**src/hdl/bsp_pkg.sv**
```systemverilog
// Shared constants, codes and controller/datapath interface types for the byte stack.
package bsp_pkg;

  localparam int unsigned Depth = 32;
  localparam int unsigned AddrW = $clog2(Depth);
  localparam int unsigned CountW = $clog2(Depth + 1);
  localparam int unsigned DataW = 8;

  localparam logic [CountW-1:0] CountDepth = CountW'(Depth);
  localparam logic [CountW-1:0] CapReset = CountW'(32);

  localparam logic [1:0] CMD_PUSH = 2'd0;
  localparam logic [1:0] CMD_POP  = 2'd1;
  localparam logic [1:0] CMD_PEEK = 2'd2;
  localparam logic [1:0] CMD_NOP  = 2'd3;

  localparam logic [1:0] ST_OK        = 2'd0;
  localparam logic [1:0] ST_OVERFLOW  = 2'd1;
  localparam logic [1:0] ST_UNDERFLOW = 2'd2;
  localparam logic [1:0] ST_BADPOS    = 2'd3;

  typedef struct packed {
    logic capture;
    logic exec;
    logic load;
  } ctrl_cmd_t;

  typedef struct packed {
    logic out_free;
  } dp_status_t;

endpackage

```
**src/hdl/byte_stack_with_peek.sv**
```systemverilog
// Top level of the byte stack: joins the controller and the datapath.
//
// Usage: a LIFO store of bytes with push, pop and peek-by-depth commands.
// Input channel: in_valid_i / in_stall_o carry one item (command_i, value_i,
// position_i); an item is taken at a clock edge with valid high and stall low.
// Output channel: out_valid_o / out_stall_i carry one result item per input
// item: byte read, status, empty/full flags, count, top and bottom bytes.
// Capacity register: cfg_we_i writes cfg_wdata_i; zero acts as one and values
// above the depth saturate to it. Write it only while the block is idle.
// Path to the result register: execute with the memory access, then load of
// the result. The input stalls until the result is loaded, so a new item is
// taken only once the last one is through; the controller walks each item
// through the single read port of the entry memory.
// Reset: the count clears, the capacity returns to 32, no result is pending.
// The entry memory is not cleared; no entry at or above the count reaches a result.
// Receiver stall: the result register holds its item; the next item may be
// accepted meanwhile and waits finished in the datapath until the result
// register frees up, with the input stalled behind it.
module byte_stack_with_peek (
  input  logic                                clk_i,
  input  logic                                rst_ni,
  input  logic                                in_valid_i,
  output logic                                in_stall_o,
  input  logic [1:0]                          command_i,
  input  logic [bsp_pkg::DataW-1:0]           value_i,
  input  logic [bsp_pkg::CountW-1:0]          position_i,
  input  logic                                cfg_we_i,
  input  logic [bsp_pkg::CountW-1:0]          cfg_wdata_i,
  output logic                                out_valid_o,
  input  logic                                out_stall_i,
  output logic [bsp_pkg::DataW-1:0]           data_o,
  output logic [1:0]                          status_o,
  output logic                                empty_res_o,
  output logic                                full_res_o,
  output logic [bsp_pkg::CountW-1:0]          count_o,
  output logic [bsp_pkg::DataW-1:0]           top_item_o,
  output logic [bsp_pkg::DataW-1:0]           bottom_item_o
);

  // command and status between controller and datapath
  bsp_pkg::ctrl_cmd_t  ctrl_cmd;
  bsp_pkg::dp_status_t dp_sts;

  bsp_ctrl u_ctrl (
    .clk_i      (clk_i),
    .rst_ni     (rst_ni),
    .in_valid_i (in_valid_i),
    .in_stall_o (in_stall_o),
    .sts_i      (dp_sts),
    .cmd_o      (ctrl_cmd)
  );

  bsp_datapath u_datapath (
    .clk_i         (clk_i),
    .rst_ni        (rst_ni),
    .cmd_i         (ctrl_cmd),
    .sts_o         (dp_sts),
    .command_i     (command_i),
    .value_i       (value_i),
    .position_i    (position_i),
    .cfg_we_i      (cfg_we_i),
    .cfg_wdata_i   (cfg_wdata_i),
    .out_valid_o   (out_valid_o),
    .out_stall_i   (out_stall_i),
    .data_o        (data_o),
    .status_o      (status_o),
    .empty_res_o   (empty_res_o),
    .full_res_o    (full_res_o),
    .count_o       (count_o),
    .top_item_o    (top_item_o),
    .bottom_item_o (bottom_item_o)
  );

endmodule

```
**src/hdl/bsp_ctrl.sv**
```systemverilog
// Controller state machine: sequences capture, execute and result load of one item.
module bsp_ctrl (
  input  logic                clk_i,
  input  logic                rst_ni,
  input  logic                in_valid_i,
  output logic                in_stall_o,
  input  bsp_pkg::dp_status_t sts_i,
  output bsp_pkg::ctrl_cmd_t  cmd_o
);

  typedef enum logic [2:0] {
    S_IDLE = 3'b001,
    S_EXEC = 3'b010,
    S_LOAD = 3'b100
  } state_e;

  state_e state_q, state_d;

  always_comb begin
    state_d       = state_q;
    cmd_o         = '0;
    in_stall_o    = 1'b1;
    unique case (state_q)
      S_IDLE: begin
        in_stall_o = 1'b0;
        if (in_valid_i) begin
          cmd_o.capture = 1'b1;
          state_d       = S_EXEC;
        end
      end
      S_EXEC: begin
        cmd_o.exec = 1'b1;
        state_d    = S_LOAD;
      end
      S_LOAD: begin
        // hold until the output register can take the result
        if (sts_i.out_free) begin
          cmd_o.load = 1'b1;
          state_d    = S_IDLE;
        end
      end
      default: state_d = S_IDLE;
    endcase
  end

  always_ff @(posedge clk_i or negedge rst_ni) begin
    if (!rst_ni) begin
      state_q <= S_IDLE;
    end else begin
      state_q <= state_d;
    end
  end

endmodule

```
**src/hdl/bsp_datapath.sv**
```systemverilog
// Datapath: entry memory, count, top/bottom bytes, capacity and the output register.
module bsp_datapath (
  input  logic                                clk_i,
  input  logic                                rst_ni,
  input  bsp_pkg::ctrl_cmd_t                  cmd_i,
  output bsp_pkg::dp_status_t                 sts_o,
  input  logic [1:0]                          command_i,
  input  logic [bsp_pkg::DataW-1:0]           value_i,
  input  logic [bsp_pkg::CountW-1:0]          position_i,
  input  logic                                cfg_we_i,
  input  logic [bsp_pkg::CountW-1:0]          cfg_wdata_i,
  output logic                                out_valid_o,
  input  logic                                out_stall_i,
  output logic [bsp_pkg::DataW-1:0]           data_o,
  output logic [1:0]                          status_o,
  output logic                                empty_res_o,
  output logic                                full_res_o,
  output logic [bsp_pkg::CountW-1:0]          count_o,
  output logic [bsp_pkg::DataW-1:0]           top_item_o,
  output logic [bsp_pkg::DataW-1:0]           bottom_item_o
);

  logic [bsp_pkg::DataW-1:0]  mem_q [bsp_pkg::Depth];
  logic [bsp_pkg::DataW-1:0]  rd_q;

  logic [1:0]                 cmd_q;
  logic [bsp_pkg::DataW-1:0]  val_q;
  logic [bsp_pkg::CountW-1:0] pos_q;
  logic [bsp_pkg::CountW-1:0] cap_q, count_q, count_d;
  logic [bsp_pkg::DataW-1:0]  top_q, top_d, bottom_q, bottom_d;
  logic [bsp_pkg::DataW-1:0]  data_q, data_d;
  logic [1:0]                 res_status_q, res_status_d;
  logic                       use_rd_q, use_rd_d;
  logic                       pop_ok_q, pop_ok_d;

  logic                       mem_we, mem_re;
  logic [bsp_pkg::AddrW-1:0]  mem_waddr, mem_raddr;
  logic [bsp_pkg::CountW-1:0] cap_eff, peek_idx;
  logic                       is_empty, is_full;

  logic                       out_valid_q;
  logic [bsp_pkg::DataW-1:0]  out_data_q, out_top_q, out_bottom_q;
  logic [1:0]                 out_status_q;
  logic                       out_empty_q, out_full_q;
  logic [bsp_pkg::CountW-1:0] out_count_q;
  logic [bsp_pkg::DataW-1:0]  top_next;

  // saturate capacity into 1..Depth
  always_comb begin
    if (cap_q == '0) begin
      cap_eff = bsp_pkg::CountW'(1);
    end else if (cap_q > bsp_pkg::CountDepth) begin
      cap_eff = bsp_pkg::CountDepth;
    end else begin
      cap_eff = cap_q;
    end
  end

  assign is_empty = (count_q == '0);
  assign is_full  = (count_q >= cap_eff);
  assign peek_idx = count_q - pos_q;

  always_comb begin
    count_d      = count_q;
    top_d        = top_q;
    bottom_d     = bottom_q;
    data_d       = '0;
    res_status_d = bsp_pkg::ST_OK;
    use_rd_d     = 1'b0;
    pop_ok_d     = 1'b0;
    mem_we       = 1'b0;
    mem_re       = 1'b0;
    mem_waddr    = count_q[bsp_pkg::AddrW-1:0];
    mem_raddr    = count_q[bsp_pkg::AddrW-1:0] - bsp_pkg::AddrW'(2);
    unique case (cmd_q)
      bsp_pkg::CMD_PUSH: begin
        if (is_full) begin
          res_status_d = bsp_pkg::ST_OVERFLOW;
        end else begin
          mem_we  = cmd_i.exec;
          count_d = count_q + bsp_pkg::CountW'(1);
          top_d   = val_q;
          if (is_empty) begin
            bottom_d = val_q;
          end
        end
      end
      bsp_pkg::CMD_POP: begin
        if (is_empty) begin
          res_status_d = bsp_pkg::ST_UNDERFLOW;
        end else begin
          // fetch the entry below the top as the new top
          mem_re   = cmd_i.exec;
          count_d  = count_q - bsp_pkg::CountW'(1);
          data_d   = top_q;
          pop_ok_d = 1'b1;
        end
      end
      bsp_pkg::CMD_PEEK: begin
        mem_raddr = peek_idx[bsp_pkg::AddrW-1:0];
        if (is_empty) begin
          res_status_d = bsp_pkg::ST_UNDERFLOW;
        end else if (pos_q == '0 || pos_q > count_q) begin
          res_status_d = bsp_pkg::ST_BADPOS;
        end else begin
          mem_re   = cmd_i.exec;
          use_rd_d = 1'b1;
        end
      end
      bsp_pkg::CMD_NOP: begin
        res_status_d = bsp_pkg::ST_OK;
      end
      default: res_status_d = bsp_pkg::ST_OK;
    endcase
  end

  always_ff @(posedge clk_i) begin
    if (mem_we) begin
      mem_q[mem_waddr] <= val_q;
    end
    if (mem_re) begin
      rd_q <= mem_q[mem_raddr];
    end
  end

  always_ff @(posedge clk_i) begin
    if (cmd_i.capture) begin
      cmd_q <= command_i;
      val_q <= value_i;
      pos_q <= position_i;
    end
    if (cmd_i.exec) begin
      data_q       <= data_d;
      res_status_q <= res_status_d;
      use_rd_q     <= use_rd_d;
      pop_ok_q     <= pop_ok_d;
      bottom_q     <= bottom_d;
    end
    if (cmd_i.exec) begin
      top_q <= top_d;
    end else if (cmd_i.load && pop_ok_q) begin
      top_q <= rd_q;
    end
  end

  always_ff @(posedge clk_i or negedge rst_ni) begin
    if (!rst_ni) begin
      count_q <= '0;
      cap_q   <= bsp_pkg::CapReset;
    end else begin
      if (cmd_i.exec) begin
        count_q <= count_d;
      end
      if (cfg_we_i) begin
        cap_q <= cfg_wdata_i;
      end
    end
  end

  assign top_next = pop_ok_q ? rd_q : top_q;

  always_ff @(posedge clk_i or negedge rst_ni) begin
    if (!rst_ni) begin
      out_valid_q <= 1'b0;
    end else if (cmd_i.load) begin
      out_valid_q <= 1'b1;
    end else if (!out_stall_i) begin
      out_valid_q <= 1'b0;
    end
  end

  always_ff @(posedge clk_i) begin
    if (cmd_i.load) begin
      out_data_q   <= use_rd_q ? rd_q : data_q;
      out_status_q <= res_status_q;
      out_empty_q  <= is_empty;
      out_full_q   <= is_full;
      out_count_q  <= count_q;
      out_top_q    <= is_empty ? '0 : top_next;
      out_bottom_q <= is_empty ? '0 : bottom_q;
    end
  end

  assign sts_o.out_free = !out_valid_q || !out_stall_i;

  assign out_valid_o   = out_valid_q;
  assign data_o        = out_data_q;
  assign status_o      = out_status_q;
  assign empty_res_o   = out_empty_q;
  assign full_res_o    = out_full_q;
  assign count_o       = out_count_q;
  assign top_item_o    = out_top_q;
  assign bottom_item_o = out_bottom_q;

endmodule

```
**config.mk**
```make
export PLATFORM = sky130hd
export DESIGN_NAME = byte_stack_with_peek
export DESIGN_NICKNAME = d
export VERILOG_FILES = /design/src/hdl/bsp_pkg.sv /design/src/hdl/byte_stack_with_peek.sv /design/src/hdl/bsp_ctrl.sv /design/src/hdl/bsp_datapath.sv
export SDC_FILE = /design/constraint.sdc
export NUM_CORES = 1
export LEC_CHECK = 0
export BUFFER_PORTS_ARGS = -buffer_cell sky130_fd_sc_hd__buf_4
export CAP_MARGIN = 20
export CORE_ASPECT_RATIO = 1.4
export CORE_UTILIZATION = 28
export DETAILED_ROUTE_END_ITERATION = 8
export GPL_ROUTABILITY_DRIVEN = 0
export SETUP_SLACK_MARGIN = 0.15
export SYNTH_ARGS = -nofsm -noshare
export SYNTH_HDL_FRONTEND = slang
export SYNTH_SLANG_ARGS = --single-unit
```
**constraint.sdc**
```tcl
create_clock -name clk_i -period 3.8 [get_ports clk_i]
set_input_delay 0 -clock clk_i [delete_from_list [all_inputs] [get_ports clk_i]]
set_output_delay 0 -clock clk_i [all_outputs]
set_load 0.01 [all_outputs]
```
# Word-level counts from Yosys, hierarchy flattened
# Memories as Yosys holds them, arrays and structs flattened. A register that Yosys moved wholly into a read port is not among the register bits.
# Index checks and enable logic that the tools add are counted.
[totals]
reg_bits = 94
mem_bits_rw = 256
in_bits = 27
out_inout_bits = 36
word_cells = 99
memories = 1
[classes]
add_sub_neg = 4
magnitude_cmp = 3
n_eq_ne = 13
mux = 38
bitwise = 3
reduce_logical = 17
[memory_table]
columns = ["memory", "words", "width", "rd", "rd_ports_with_merged_regs", "write_ports", "line_no", "rtl"]
rows = [
  ["u_datapath.mem_q", 32, 8, 1, 1, 1, "bsp_datapath.sv:23", "logic [bsp_pkg::DataW-1:0] mem_q [bsp_pkg::Depth];"],
]
[ops]
columns = ["op", "count"]
rows = [
  ["two-way mux 8 bit", 6],
  ["two-way mux 6 bit", 4],
  ["zero test 6 bit", 3],
  ["two-way mux 1 bit", 18],
  ["inequality test 2 bit, second input constant", 6],
  ["one-hot mux 6 bit (2 select lines)", 1],
  ["one-hot mux 3 bit (3 select lines)", 1],
  ["one-hot mux 2 bit (4 select lines)", 1],
  ["AND reduction 4 bit", 2],
  ["adder 6 x 1 -> 6 bit, second input constant", 1],
  ["greater-or-equal comparator 6 bit", 1],
  ["greater-than comparator 6 bit", 1],
  ["greater-than comparator 6 bit, second input constant", 1],
  ["two-way mux 2 bit", 3],
  ["two-way mux 3 bit", 2],
  ["subtractor 6 x 1 -> 6 bit, second input constant", 1],
  ["two-way mux 5 bit", 1],
  ["subtractor 5 x 2 -> 5 bit, second input constant", 1],
  ["subtractor 5 bit", 1],
  ["== test 2 bit, second input constant", 2],
  ["nonzero test 2 bit", 2],
  ["OR reduction 2 bit", 2],
  ["== test 3 x 1 -> 1 bit, second input constant", 1],
  ["== test 3 x 2 -> 1 bit, second input constant", 1],
  ["11 further kinds", 15],
]

# Logic depth before layout (Yosys ltp)
# Gate-level depths: netlist of run 1.
[logic_depth]
word_depth = 8
depth_mapped = 11
ltp_nobuf = 10

# Cells and area by module
# From an unflattened synthesis of run 1, not the netlist that was laid out.
[unflattened]
hier_cells = 976
hier_area_um2 = 14879.3
[by_module_without_submodules]
columns = ["module", "instances", "cells_each", "area_per_inst_um2", "seq_area_each_um2"]
rows = [
  ["bsp_datapath", 1, 962, 14719.1, 10596.4],
  ["bsp_ctrl", 1, 14, 160.2, 76.3],
]

# Worst setup path before layout of run 1
# No wires, ideal clock.
[synth_path]
path_kind = "reg-to-reg"
start = "register u_ctrl.state_q[1]"
end = "register u_datapath.top_q[0] (netlist bit) (enable)"
setup_time_ps = 384
t_arrival_ps = 3068
required_time_ps = 3416
path_slack_ps = 348
stages_incl_launch_ff = 5
n_path_buf = 0
synth_period_minus_slack_ps = 3452
path_cell_list = "dfrtp_1 -> or3b_2 -> a21oi_1 -> nand2_1 -> o21ai_0"
[synth_rtl]
columns = ["item", "line_no", "rtl"]
rows = [
  ["start, declared", "bsp_ctrl.sv:17", "state_e state_q, state_d;"],
  ["start signal, assigned", "bsp_ctrl.sv:50", "state_q <= state_d;"],
  ["end signal, assigned", "bsp_datapath.sv:140", "top_q <= top_d;"],
  ["end signal, assigned", "bsp_datapath.sv:142", "top_q <= rd_q;"],
  ["end, declared", "bsp_datapath.sv:30", "logic [bsp_pkg::DataW-1:0] top_q, top_d, bottom_q, bottom_d;"],
]

# Worst setup path after layout of run 1
[layout_path]
start = "register u_datapath.count_q[0] (netlist bit)"
end = "register u_datapath.rd_q[7] (netlist bit), read port of u_datapath.mem_q, data pin"
[layout_via]
elab_chain_cells = 5
[layout_rtl]
columns = ["item", "line_no", "rtl"]
rows = [
  ["start, declared", "bsp_datapath.sv:29", "logic [bsp_pkg::CountW-1:0] cap_q, count_q, count_d;"],
  ["start signal, assigned", "bsp_datapath.sv:152", "count_q <= count_d;"],
  ["greater-than comparator 6 bit", "bsp_datapath.sv:103", "end else if (pos_q == '0 || pos_q > count_q) begin"],
  ["logical OR 1 bit", "bsp_datapath.sv:103", ""],
  ["two-way mux 1 bit", "bsp_datapath.sv:103", ""],
  ["two-way mux 1 bit", "bsp_datapath.sv:101", "if (is_empty) begin"],
  ["one-hot mux 1 bit (2 select lines)", "bsp_datapath.sv:75", "unique case (cmd_q)"],
  ["end, declared", "bsp_datapath.sv:24", "logic [bsp_pkg::DataW-1:0] rd_q;"],
]
# Parallel ways exist; a longest one is shown, timed or not.
# A chain may end at the register's enable or synchronous reset.

==> results.md, run 1 <==
- H-tree lvl count: 2
- Via density: 4.824
- Synth cell types: 57
- Top FF cell, synth: edfxtp_1
- Initial Utilization: 28.45%
- Setup TNS: 0 ns
- Highest routed layer: met4
- # diodes: 0
- WL met3: 1567 um
- Synth Register Bits: 358
- Dominant cells by area after synthesis: edfxtp_1 (69%), a211oi_1 (6.1%), and3_1 (5.5%)
- Fmax: 0.2895 GHz
- Ports: 63
- Static leakage: 6.475 nW
- Cells after Synth: 978
- Routed Antenna Nets: 0
- Cells after DPL: 1759
- Critical path's largest stage delay: 0.54 ns
- RSZ-0062 raised after global routing: false
- Largest net degree at the start of global routing: 116
- CP required: 4.16 ns
- Final cell count without fillers: 1852
- Post-synth top area share: 68.90%
- Ys async rst share: 4.469%
- Final slew viol count: 0
- Worst-Margin Slew: 0.8571 ns
- Synth area leader: edfxtp_1
- Initial DRC Count: 632
- Reg2reg path depth: 12
- First-pass DRT Iterations: 7
- CTS max path bufs: 3
- Fin crit share: 90.91%
- Via count: 8934
- Setup ws final: 0.3454 ns
- EDFF count, synth: 342
- GRT Overall Usage: 14.01%
- Net Count, Synth: 1031
- Initial antenna violation count: 0
- Final WL: 37990 um
- R2R Path End: u_datapath.rd_q[7]$_DFFE_PP_
- Core Region: 52400 um2
- Critical path capture point type: flop
- Status: finished clean
- Worst-Skew Late Latency: 0.52 ns
- Vias in the first global route: 9286
- DRC viols: 0
- Sink Count: 358
- TritonCTS Buffers: 34
- Crit-path cells: inv_1 > ha_1 > inv_1 > fa_1 > xnor2_2 > a31oi_2 > buf_12 > a211oi_1 > nor4_1 > buf_4 > mux2i_1 > mux2i_1
- CP startpoint: u_datapath.count_q[0]$_DFFE_PN0P_
- WP buf/inv: 4
- M1 WL: 14780 um
- Area Overhead vs Synth: 21.31%
- Die height: 275.0 um
- CTS tree: done
- GR Overflow Total: 0
- Fin. Hold Viols: 0
- Largest delay share family, worst path: adder cells
- Synth Cell Area: 14910 um2
- Sequential Area: 10670 um2
- Startpoint Class: flop
- Max rail drop VDD: 426.6 uV
- Synth warnings: 0
- CP Class: flop to flop
- Detailed Place HPWL: 24470 um
- Placement Setup Slack: 0.3233 ns
- Global-route wire length before repair: 57190 um
- Clk slew on worst S/H paths: 0.06 ns
- Post-synthesis sequential area ratio: 71.60%
- Most instantiated cells after synthesis: edfxtp_1 (342), and3_1 (131), a211oi_1 (122), nor2_1 (51), clkbuf_1 (45)
- Die width: 197 um
- Hold path start: value_i[3]
- Number of max-cap violations: 0
- Die area: 54170 um2
- Worst r2r src: u_datapath.count_q[0]$_DFFE_PN0P_
- FILL cells: 4999
- PD cells: 738.6 nW/um2
- Crit path max fanout: 24
- Post-CTS setup repair buffer count: 0
- Root buffer cell: clkbuf_16
- Layout cells sized above 1: 20.09%
- WL per Instance: 20.51 um
- Minimum clock period: 3.455 ns
- Tightest Hold Check Type: input pin to flop
- Dpl cell area: 16610 um2
- WHS Path Cells: 2
- Worst clock skew: 0.009599 ns
- Reg2Reg Setup Slack: 0.35 ns
- Slew headroom: 42.86%
- Worst Hold Slack: 0.1934 ns
- CP arrival: 3.81 ns
- Footprint of the multi-input gates: 3887 um2
- Synth Area per Inst: 15.24 um2
- Final nets: 1175
- Hold worst-path end: u_datapath.val_q[3]$_DFFE_PP_
- Slowest stage cell, crit path: nor4_1
- Rows: 99
- Routed wl met2: 20260 um
- Final setup fails: 0
- PortBufs: 62
- Post-route cell area: 18080 um2
- Top-count cell post-synth: edfxtp_1
per-stage QoR:
step	utilization, %	total power [W]
2_1_floorplan	-	0.007962
3_3_place_gp	31.71	0.009893
3_5_place_dp	31.71	0.009928
4_1_cts	34.49	0.01342
5_1_grt	34.51	0.01392
6_report	34.51	0.01336
placed cells by master (no fill, tap or decap), types with 3 or more instances in the layout:
cell type / count
a21o_1: 7
clkbuf_16: 35
clkinv_1: 6
clkinv_2: 5
nand2_1: 22
ha_1: 24
buf_12: 4
dfrtp_1: 14
bufinv_16: 5
a211oi_1: 122
mux2_2: 21
a21oi_1: 8
nand3_1: 9
a2111oi_0: 8
nor2_1: 51
and3_1: 131
o21ai_0: 4
nand2b_1: 3
and2_1: 9
buf_4: 136
edfxtp_1: 342
xnor2_1: 8
mux2i_1: 41
nor4_1: 24
dlygate4sd3_1: 34
clkbuf_1: 5
inv_1: 19
o21ai_1: 3
layout make-up:
| class | count | share of cell area (%) |
|---|---|---|
| inverters | 20 | 0.4428 |
| clock inverters | 19 | 1.225 |
| clock buffers | 40 | 4.947 |
| repair buffers | 174 | 7.971 |
| well taps | 707 | 4.892 |
| multi-input cells | 534 | 21.50 |
| flip-flops and latches | 358 | 59.02 |
flip-flops by register name, summed over array words and instances, names as in the netlist, 2 cells and up:
| register | flops |
|---|---|
| u_datapath.data_o | 8 |
| u_datapath.top_item_o | 8 |
| u_datapath.pos_q | 6 |
| u_datapath.bottom_item_o | 8 |
| u_datapath.status_o | 2 |
| u_datapath.rd_q | 8 |
| u_datapath.mem_q | 256 |
| u_datapath.data_q | 8 |
| u_datapath.count_q | 6 |
| u_datapath.cmd_q | 2 |
| u_datapath.res_status_q | 2 |
| u_datapath.cap_q | 6 |
| u_datapath.bottom_q | 8 |
| u_datapath.count_o | 6 |
| u_datapath.val_q | 8 |
| u_datapath.top_q | 8 |
| u_ctrl.state_q | 3 |
worst reg2reg max path, stage by stage, from the launching register on:
cell and delay [ns]:
dfrtp_1 0.38, inv_1 0.09, ha_1 0.18, inv_1 0.06, fa_1 0.44, xnor2_2 0.22, a31oi_2 0.52, buf_12 0.25
a211oi_1 0.08, nor4_1 0.54, buf_4 0.21, mux2i_1 0.11, mux2i_1 0.21
repair_timing:
item	4_1_cts	5_1_grt
resized for setup	0	2
hold buffers	34	0
setup endpoints to repair	0	9
endpoints found under the hold margin	42	0
kinds of logic (layout without fill, tap and decap cells):
family / after synthesis / in the layout / synth area share [%]
flops: 358 / 358 / 71.60
simple gates: 268 / 268 / 9.998
compound gates: 168 / 168 / 8.571
buf+inv: 86 / 253 / 2.569
mux: 62 / 62 / 4.340
fa+ha+maj: 26 / 26 / 2.283
xor+xnor: 10 / 10 / 0.6380
layer usage:
metal  GRT usage [%]  vias up
met5               0        -
met4           5.875        0
met3           1.753       65
met2           26.41      262
met1           15.77     4461
li1                -     4146
power by group:
group | internal (W) | leakage, nW | switching, W | total (W)
registers | 0.00474 | 3.28 | 0.000151 | 0.00490
logic | 0.00186 | 2.65 | 0.00316 | 0.00502
clock network | 0.00203 | 0.542 | 0.00142 | 0.00344
how the worst max path moves through the flow:
stage | end | slack (ns) | depth (start not counted)
global route | u_datapath.rd_q[4]$_DFFE_PP_ | 0.22 | 12
detailed placement | u_datapath.rd_q[4]$_DFFE_PP_ | 0.32 | 12
global placement | u_datapath.rd_q[4]$_DFFE_PP_ | 0.36 | 12
CTS | u_datapath.rd_q[4]$_DFFE_PP_ | 0.27 | 12
floorplan | u_datapath.top_q[0]$_DFFE_PP_ | 0.35 | 4
finish | u_datapath.rd_q[7]$_DFFE_PP_ | 0.35 | 12
(Power assumes the default switching activity.)
==> run 2, diff against run 1 <==
==> constraint.sdc (replaced) <==
create_clock -name clk_i -period 3.6 [get_ports clk_i]
set_input_delay 0 -clock clk_i [delete_from_list [all_inputs] [get_ports clk_i]]
set_output_delay 0 -clock clk_i [all_outputs]
set_load 0.01 [all_outputs]
==> run 2 against run 1 <==
Count of clock-buffer cells in the layout rose by 4. Final cell count unchanged. First-iteration DRC count is 21% higher. Combinational power grew 7.2%. Non-clock buffer count grew 1. Maximum frequency rose by 4.0%. Setup slack got worse by 0.068 ns. Routed wire length is 2.2% higher. Die area did not move.
==> results.md, run 2 (synthesized netlist as in run 1, its figures left out) <==
- Cells after DPL: 1766 (was 1759)
- Startpoint Class: flop (unchanged)
- Clk pwr share: 24.4% (was 25.8%)
- Initial antenna violation count: 0 (unchanged)
- Fin. Hold Viols: 0 (unchanged)
- Initial Utilization: 28.45% (unchanged)
- Post-CTS setup repair buffer count: 0 (unchanged)
- Vias in the first global route: 9502 (was 9286)
- Number of max-cap violations: 0 (unchanged)
- Routed Antenna Nets: 0 (unchanged)
- Final slew viol count: 0 (unchanged)
- Ports: 63 (unchanged)
- Worst-Margin Slew: 0.9349 ns (was 0.8571 ns)
- # diodes: 0 (unchanged)
- Initial DRC Count: 763 (was 632)
- Worst-Skew Late Latency: 0.53 ns (was 0.52 ns)
- Number of flip-flops in the largest register: 256 (unchanged)
- Die width: 197 um (unchanged)
- Status: finished clean (unchanged)
- Largest net degree at the start of global routing: 86 (was 116)
- GRT Overall Usage: 14.39% (was 14.01%)
- Reg with most FFs: u_datapath.mem_q (unchanged)
- CP arrival: 3.55 ns (was 3.81 ns)
- Most common cell after layout, fill and taps aside: edfxtp_1 (unchanged)
- Final nets: 1176 (was 1175)
- Critical path capture point type: flop (unchanged)
- Slew headroom: 37.67% (was 42.86%)
- Core Region: 52400 um2 (unchanged)
- Cell-internal power: 0.008941 W (was 0.008626 W)
- CTS max path bufs: 3 (unchanged)
- Static leakage: 6.439 nW (was 6.475 nW)
- H-tree lvl count: 2 (unchanged)
- WL per Instance: 20.97 um (was 20.51 um)
- GR Overflow Total: 0 (unchanged)
- Final cell count without fillers: 1852 (unchanged)
- Tightest Hold Check Type: input pin to flop (unchanged)
- Area Overhead vs Synth: 20.64% (was 21.31%)
- Combinational Power Share: 38.5% (was 37.6%)
- Die area: 54170 um2 (unchanged)
- RSZ-0062 raised after global routing: true (was false)
- Rows: 99 (unchanged)
- Minimum clock period: 3.323 ns (was 3.455 ns)
- CP Class: flop to flop (unchanged)
- Die height: 275.0 um (unchanged)
- Root buffer cell: clkbuf_16 (unchanged)
- First-pass DRT Iterations: 5 (was 7)
- Net Switching: 0.005047 W (was 0.004729 W)
- Via count: 9055 (was 8934)
- Setup TNS: 0 ns (unchanged)
- Worst clock skew: 0.01967 ns (was 0.009599 ns)
- Sink Count: 358 (unchanged)
- Flop pwr share: 37.1% (was 36.7%)
- CTS tree: done (unchanged)
- Clk slew on worst S/H paths: 0.06 ns (about the same)
- PD cells: 777.9 nW/um2 (was 738.6 nW/um2)
- DRC viols: 0 (unchanged)
- Fin crit share: 92.30% (was 90.91%)
- Final setup fails: 0 (unchanged)
- Switching Share: 36.08% (was 35.41%)
- Final WL: 38840 um (was 37990 um)
- PortBufs: 62 (unchanged)
- Most frequent cells in the layout: edfxtp_1 (342), buf_4 (144), and3_1 (131) (was edfxtp_1 (342), buf_4 (136), and3_1 (131))
- Detailed Place HPWL: 25350 um (was 24470 um)
- Via density: 4.889 (was 4.824)
- CP required: 3.83 ns (was 4.16 ns)
- Layout cells sized above 1: 20.35% (was 20.09%)
- Global-route wire length before repair: 58550 um (was 57190 um)
- Crit path max fanout: 8 (was 24)
- TritonCTS Buffers: 34 (unchanged)
- Max rail drop VDD: 398.3 uV (was 426.6 uV)
- Fmax: 0.3010 GHz (was 0.2895 GHz)
[run 2: changes by cell type in the layout (fill, tap and decap cells not counted), moves of 2 or more]
cell | before | now
buf_4 | 136 | 144
dlygate4sd3_1 | 34 | 28
clkbuf_1 | 5 | 9
bufinv_16 | 5 | 2
clkinvlp_4 | 2 | 0
nor3_1 | 2 | 0
nor3_2 | 1 | 3
[run 2: metrics by stage]
step	utilization (%)	cell area [um2]	worst slack, ns	hold WS [ns]	power, W
floorplan	-	14910	0.5110	-0.2956	0.008404
global placement	31.79	16650	0.1077	-0.1178	0.01056
detailed placement	31.79	16650	0.1112	-0.1186	0.01061
CTS	34.29	17960	0.2193	0.1781	0.01405
global route	34.32	17980	0.1382	0.1977	0.01460
finish	34.32	17980	0.2773	0.1969	0.01399
[run 2: area by class of cell]
type / count / area (um2)
Fill cell: 5042 / 34410
Sequential cell: 358 / 10670
Multi-Input combinational cell: 534 / 3899
Timing Repair Buffer: 175 / 1421
Clock buffer: 44 / 909.6
Tap cell: 707 / 884.6
Clock inverter: 14 / 115.1
Inverter: 20 / 80.08
[run 2: metal layers]
| layer | vias to the layer above | wire, um | global-route usage [%] |
|---|---|---|---|
| met2 | 245 | 21390 | 27.79 |
| li1 | 4142 | - | - |
| met5 | - | 0 | 0 |
| met4 | 0 | 1281 | 5.508 |
| met1 | 4600 | 14590 | 15.73 |
| met3 | 68 | 1581 | 1.974 |
[run 2: worst paths after layout]
check / startpoint / endpoint / slack [ns] / cells after the start
min in group asynchronous: rst_ni / u_ctrl.state_q[0]$_DFFE_PN1P_ / 0.54 / 3
max reg2reg: u_datapath.cap_q[1]$_DFFE_PN0P_ / u_datapath.bottom_q[7]$_DFFE_PP_ / 0.28 / 12
min reg2reg: u_datapath.res_status_q[1]$_DFFE_PP_ / u_datapath.status_o[1]$_DFFE_PP_ / 0.43 / 0
max: u_datapath.cap_q[1]$_DFFE_PN0P_ / u_datapath.bottom_q[7]$_DFFE_PP_ / 0.28 / 12
min: value_i[3] / u_datapath.val_q[3]$_DFFE_PP_ / 0.20 / 2
max in group asynchronous: rst_ni / u_datapath.cap_q[0]$_DFFE_PN0P_ / 1.92 / 4
[run 2: power groups by stage]
stage | registers (W) | logic (W) | clock network, W
5_1_grt | 0.00521 | 0.00578 | 0.00361
4_1_cts | 0.00520 | 0.00538 | 0.00347
3_3_place_gp | 0.00528 | 0.00528 | 0
3_5_place_dp | 0.00528 | 0.00533 | 0
6_report | 0.00519 | 0.00538 | 0.00341
2_1_floorplan | 0.00528 | 0.00312 | 0
[run 2: worst max-delay path, cell delays in order, from the launching register on]
cell and delay, ns:
dfrtp_1 0.39, nor4_1 0.29, nor2_1 0.07, nor2_1 0.10, ha_1 0.23, nand2b_1 0.14
a211oi_1 0.27, o31ai_2 0.23, nor3_2 0.31, buf_4 0.18, nand3_1 0.27, nor3_2 0.31
buf_4 0.22
[run 2: repair_timing]
item / 4_1_cts / 5_1_grt
setup endpoints to repair: 8 / 95
hold endpoints to repair: 46 / 0
gates cloned: 0 / 0
hold buffers: 28 / 0
resized for setup: 1 / 4
==> run 3, diff against run 2 <==
--- a/config.mk
+++ b/config.mk
@@ -11,6 +11,7 @@
 export CORE_UTILIZATION = 28
 export DETAILED_ROUTE_END_ITERATION = 8
 export GPL_ROUTABILITY_DRIVEN = 0
+export PLACE_DENSITY_LB_ADDON = 0.2
 export SETUP_SLACK_MARGIN = 0.15
 export SYNTH_ARGS = -nofsm -noshare
 export SYNTH_HDL_FRONTEND = slang
==> run 3 against run 2 <==
Global-route usage grew 0.95 points. Setup slack gained 0.10 ns. Utilization grew 0.45 points. Sequential power is essentially flat. Clock power grew 7.0%. Critical path type unchanged.
==> results.md, run 3 (synthesized netlist as in run 1, its figures left out) <==
- Status: finished clean (unchanged)
- Root buffer cell: clkbuf_16 (unchanged)
- Die width: 197 um (unchanged)
- Fin crit share: 89.44% (was 92.30%)
- Final cell count without fillers: 1864 (was 1852)
- WP buf/inv: 1 (was 2)
- Slew headroom: 43.32% (was 37.67%)
- Area Overhead vs Synth: 22.24% (was 20.64%)
- PortBufs: 62 (unchanged)
- GRT Overall Usage: 15.34% (was 14.39%)
- # diodes: 0 (unchanged)
- Worst clock skew: 0.01693 ns (was 0.01967 ns)
- H-tree lvl count: 2 (unchanged)
- Most frequent cells in the layout: edfxtp_1 (342), buf_4 (141), and3_1 (131) (was edfxtp_1 (342), buf_4 (144), and3_1 (131))
- Die area: 54170 um2 (unchanged)
- Initial DRC Count: 513 (was 763)
- CTS tree: done (unchanged)
- CP required: 3.84 ns (was 3.83 ns)
- Clk slew on worst S/H paths: 0.06 ns (about the same)
- Global-route wire length before repair: 60860 um (was 58550 um)
- Ports: 63 (unchanged)
- Largest delay share family, worst path: simple AND/OR/NAND/NOR gates (unchanged)
- Vias in the first global route: 9342 (was 9502)
- Met1 usage: 17.25% (was 15.73%)
- Max rail drop VDD: 350.8 uV (was 398.3 uV)
- Fin. Hold Viols: 0 (unchanged)
- Rows: 99 (unchanged)
- Slowest stage cell, crit path: dfrtp_1 (unchanged)
- Crit path max fanout: 8 (unchanged)
- Largest net degree at the start of global routing: 89 (was 86)
- Final nets: 1183 (was 1176)
- Fmax: 0.3106 GHz (was 0.3010 GHz)
- Cells after DPL: 1769 (was 1766)
- Reg with most FFs: u_datapath.mem_q (unchanged)
- Minimum clock period: 3.220 ns (was 3.323 ns)
- GRT Max-Usage Layer: met2 (unchanged)
- Critical path's largest stage delay: 0.39 ns (about the same)
- M2 GR Usage: 29.31% (was 27.79%)
- Worst-Margin Slew: 0.8502 ns (was 0.9349 ns)
- Placement Setup Slack: 0.07593 ns (was 0.1112 ns)
- Initial Utilization: 28.45% (unchanged)
- Worst-Skew Late Latency: 0.54 ns (was 0.53 ns)
- CTS max path bufs: 3 (unchanged)
- PD cells: 789.8 nW/um2 (was 777.9 nW/um2)
- CP arrival: 3.46 ns (was 3.55 ns)
- Most used cell, CP: nor2_1
- Via density: 4.764 (was 4.889)
- Detailed Place HPWL: 27560 um (was 25350 um)
- RSZ-0062 raised after global routing: false (was true)
- Core Region: 52400 um2 (unchanged)
- Critical path capture point type: flop (unchanged)
- Setup TNS: 0 ns (unchanged)
- Final WL: 40890 um (was 38840 um)
- Via count: 8880 (was 9055)
- Most common cell after layout, fill and taps aside: edfxtp_1 (unchanged)
- First-pass DRT Iterations: 5 (unchanged)
- DRC viols: 0 (unchanged)
- GR Overflow Total: 0 (unchanged)
- CP Class: flop to flop (unchanged)
- Die height: 275.0 um (unchanged)
- Crit-path cells: nor4_1 > nor2_1 > nor2_1 > ha_1 > nand2b_1 > a211oi_1 > o31ai_2 > nor3_2 > nand3_2 > nor3_1 > buf_4 (was nor4_1 > nor2_1 > nor2_1 > ha_1 > nand2b_1 > a211oi_1 > o31ai_2 > nor3_2 > buf_4 > nand3_1 > nor3_2 > buf_4)
- Number of max-cap violations: 0 (unchanged)
- WL per Instance: 21.94 um (was 20.97 um)
- Final setup fails: 0 (unchanged)
- Routed Antenna Nets: 0 (unchanged)
- Initial antenna violation count: 0 (unchanged)
- Startpoint Class: flop (unchanged)
- TritonCTS Buffers: 36 (was 34)
- Setup ws final: 0.3802 ns (was 0.2773 ns)
- Layout cells sized above 1: 21.26% (was 20.35%)
- Static leakage: 6.551 nW (was 6.439 nW)
- Tightest Hold Check Type: input pin to flop (unchanged)
- Final slew viol count: 0 (unchanged)
- Sink Count: 358 (unchanged)
- Number of flip-flops in the largest register: 256 (unchanged)
- Global-route track usage on met3: 1.778% (was 1.974%)
- FILL cells: 5119 (was 5042)
- Worst Hold Slack: 0.1903 ns (was 0.1969 ns)
==> run 3: changes by cell type in the layout (fill, tap and decap cells not counted), sizes merged <==
cell / change
clkinvlp: +4
clkinv: +7
dlygate4sd3: +1
buf: +4
inv: -1
clkbuf: -3
==> run 3: final timing paths <==
| path | startpoint | to | slack [ns] | cells past startpoint |
|---|---|---|---|---|
| max in group asynchronous | rst_ni | u_ctrl.state_q[1]$_DFFE_PN0P_ | 1.96 | 4 |
| min in group asynchronous | rst_ni | u_datapath.cap_q[5]$_DFFE_PN1P_ | 0.52 | 3 |
| worst min register to register | u_datapath.res_status_q[0]$_DFFE_PP_ | u_datapath.status_o[0]$_DFFE_PP_ | 0.43 | 0 |
| worst max-delay path | u_datapath.cap_q[1]$_DFFE_PN0P_ | u_datapath.bottom_q[6]$_DFFE_PP_ | 0.38 | 11 |
| worst max register to register | u_datapath.cap_q[1]$_DFFE_PN0P_ | u_datapath.bottom_q[6]$_DFFE_PP_ | 0.38 | 11 |
| worst min-delay path | value_i[0] | u_datapath.val_q[0]$_DFFE_PP_ | 0.19 | 2 |
==> run 3: metal layers <==
layer / wire length (um) / up-vias
met1: 16280 / 4467
li1: - / 4162
met4: 1378 / 0
met5: 0 / -
met3: 1065 / 69
met2: 22160 / 182
==> run 3: layout make-up <==
type / count / area [um2] / area share (%)
multi-input combinational: 534 / 3887 / 21.34
tap: 707 / 884.6 / 4.855
sequential: 358 / 10670 / 58.58
clock inverter: 24 / 183.9 / 1.009
inverter: 20 / 80.08 / 0.4395
clock buffer: 41 / 962.2 / 5.281
timing repair buffer: 180 / 1549 / 8.502
==> run 3: repair_timing <==
action	4_1_cts	5_1_grt
endpoints found under the setup margin	8	129
hold buffers	29	0
buffers inserted	0	0
endpoints found under the hold margin	45	0
pin swaps	0	0
gates resized for setup	1	2
==> run 3: report_power, final <==
part	leakage [nW]	switching, W	total, W	internal, W
Combinational	2.71	0.00343	0.00555	0.00212
Sequential	3.28	0.000171	0.00518	0.00501
Clock	0.553	0.00158	0.00365	0.00207
Total	6.55	0.00518	0.0144	0.00920
==> run 3: metrics by stage <==
stage	power, W	util (%)	area [um2]
2_1_floorplan	0.008404	-	14910
5_1_grt	0.01511	34.77	18220
3_3_place_gp	0.01087	32.00	16760
6_report	0.01439	34.77	18220
3_5_place_dp	0.01086	32.00	16760
4_1_cts	0.01456	34.75	18210
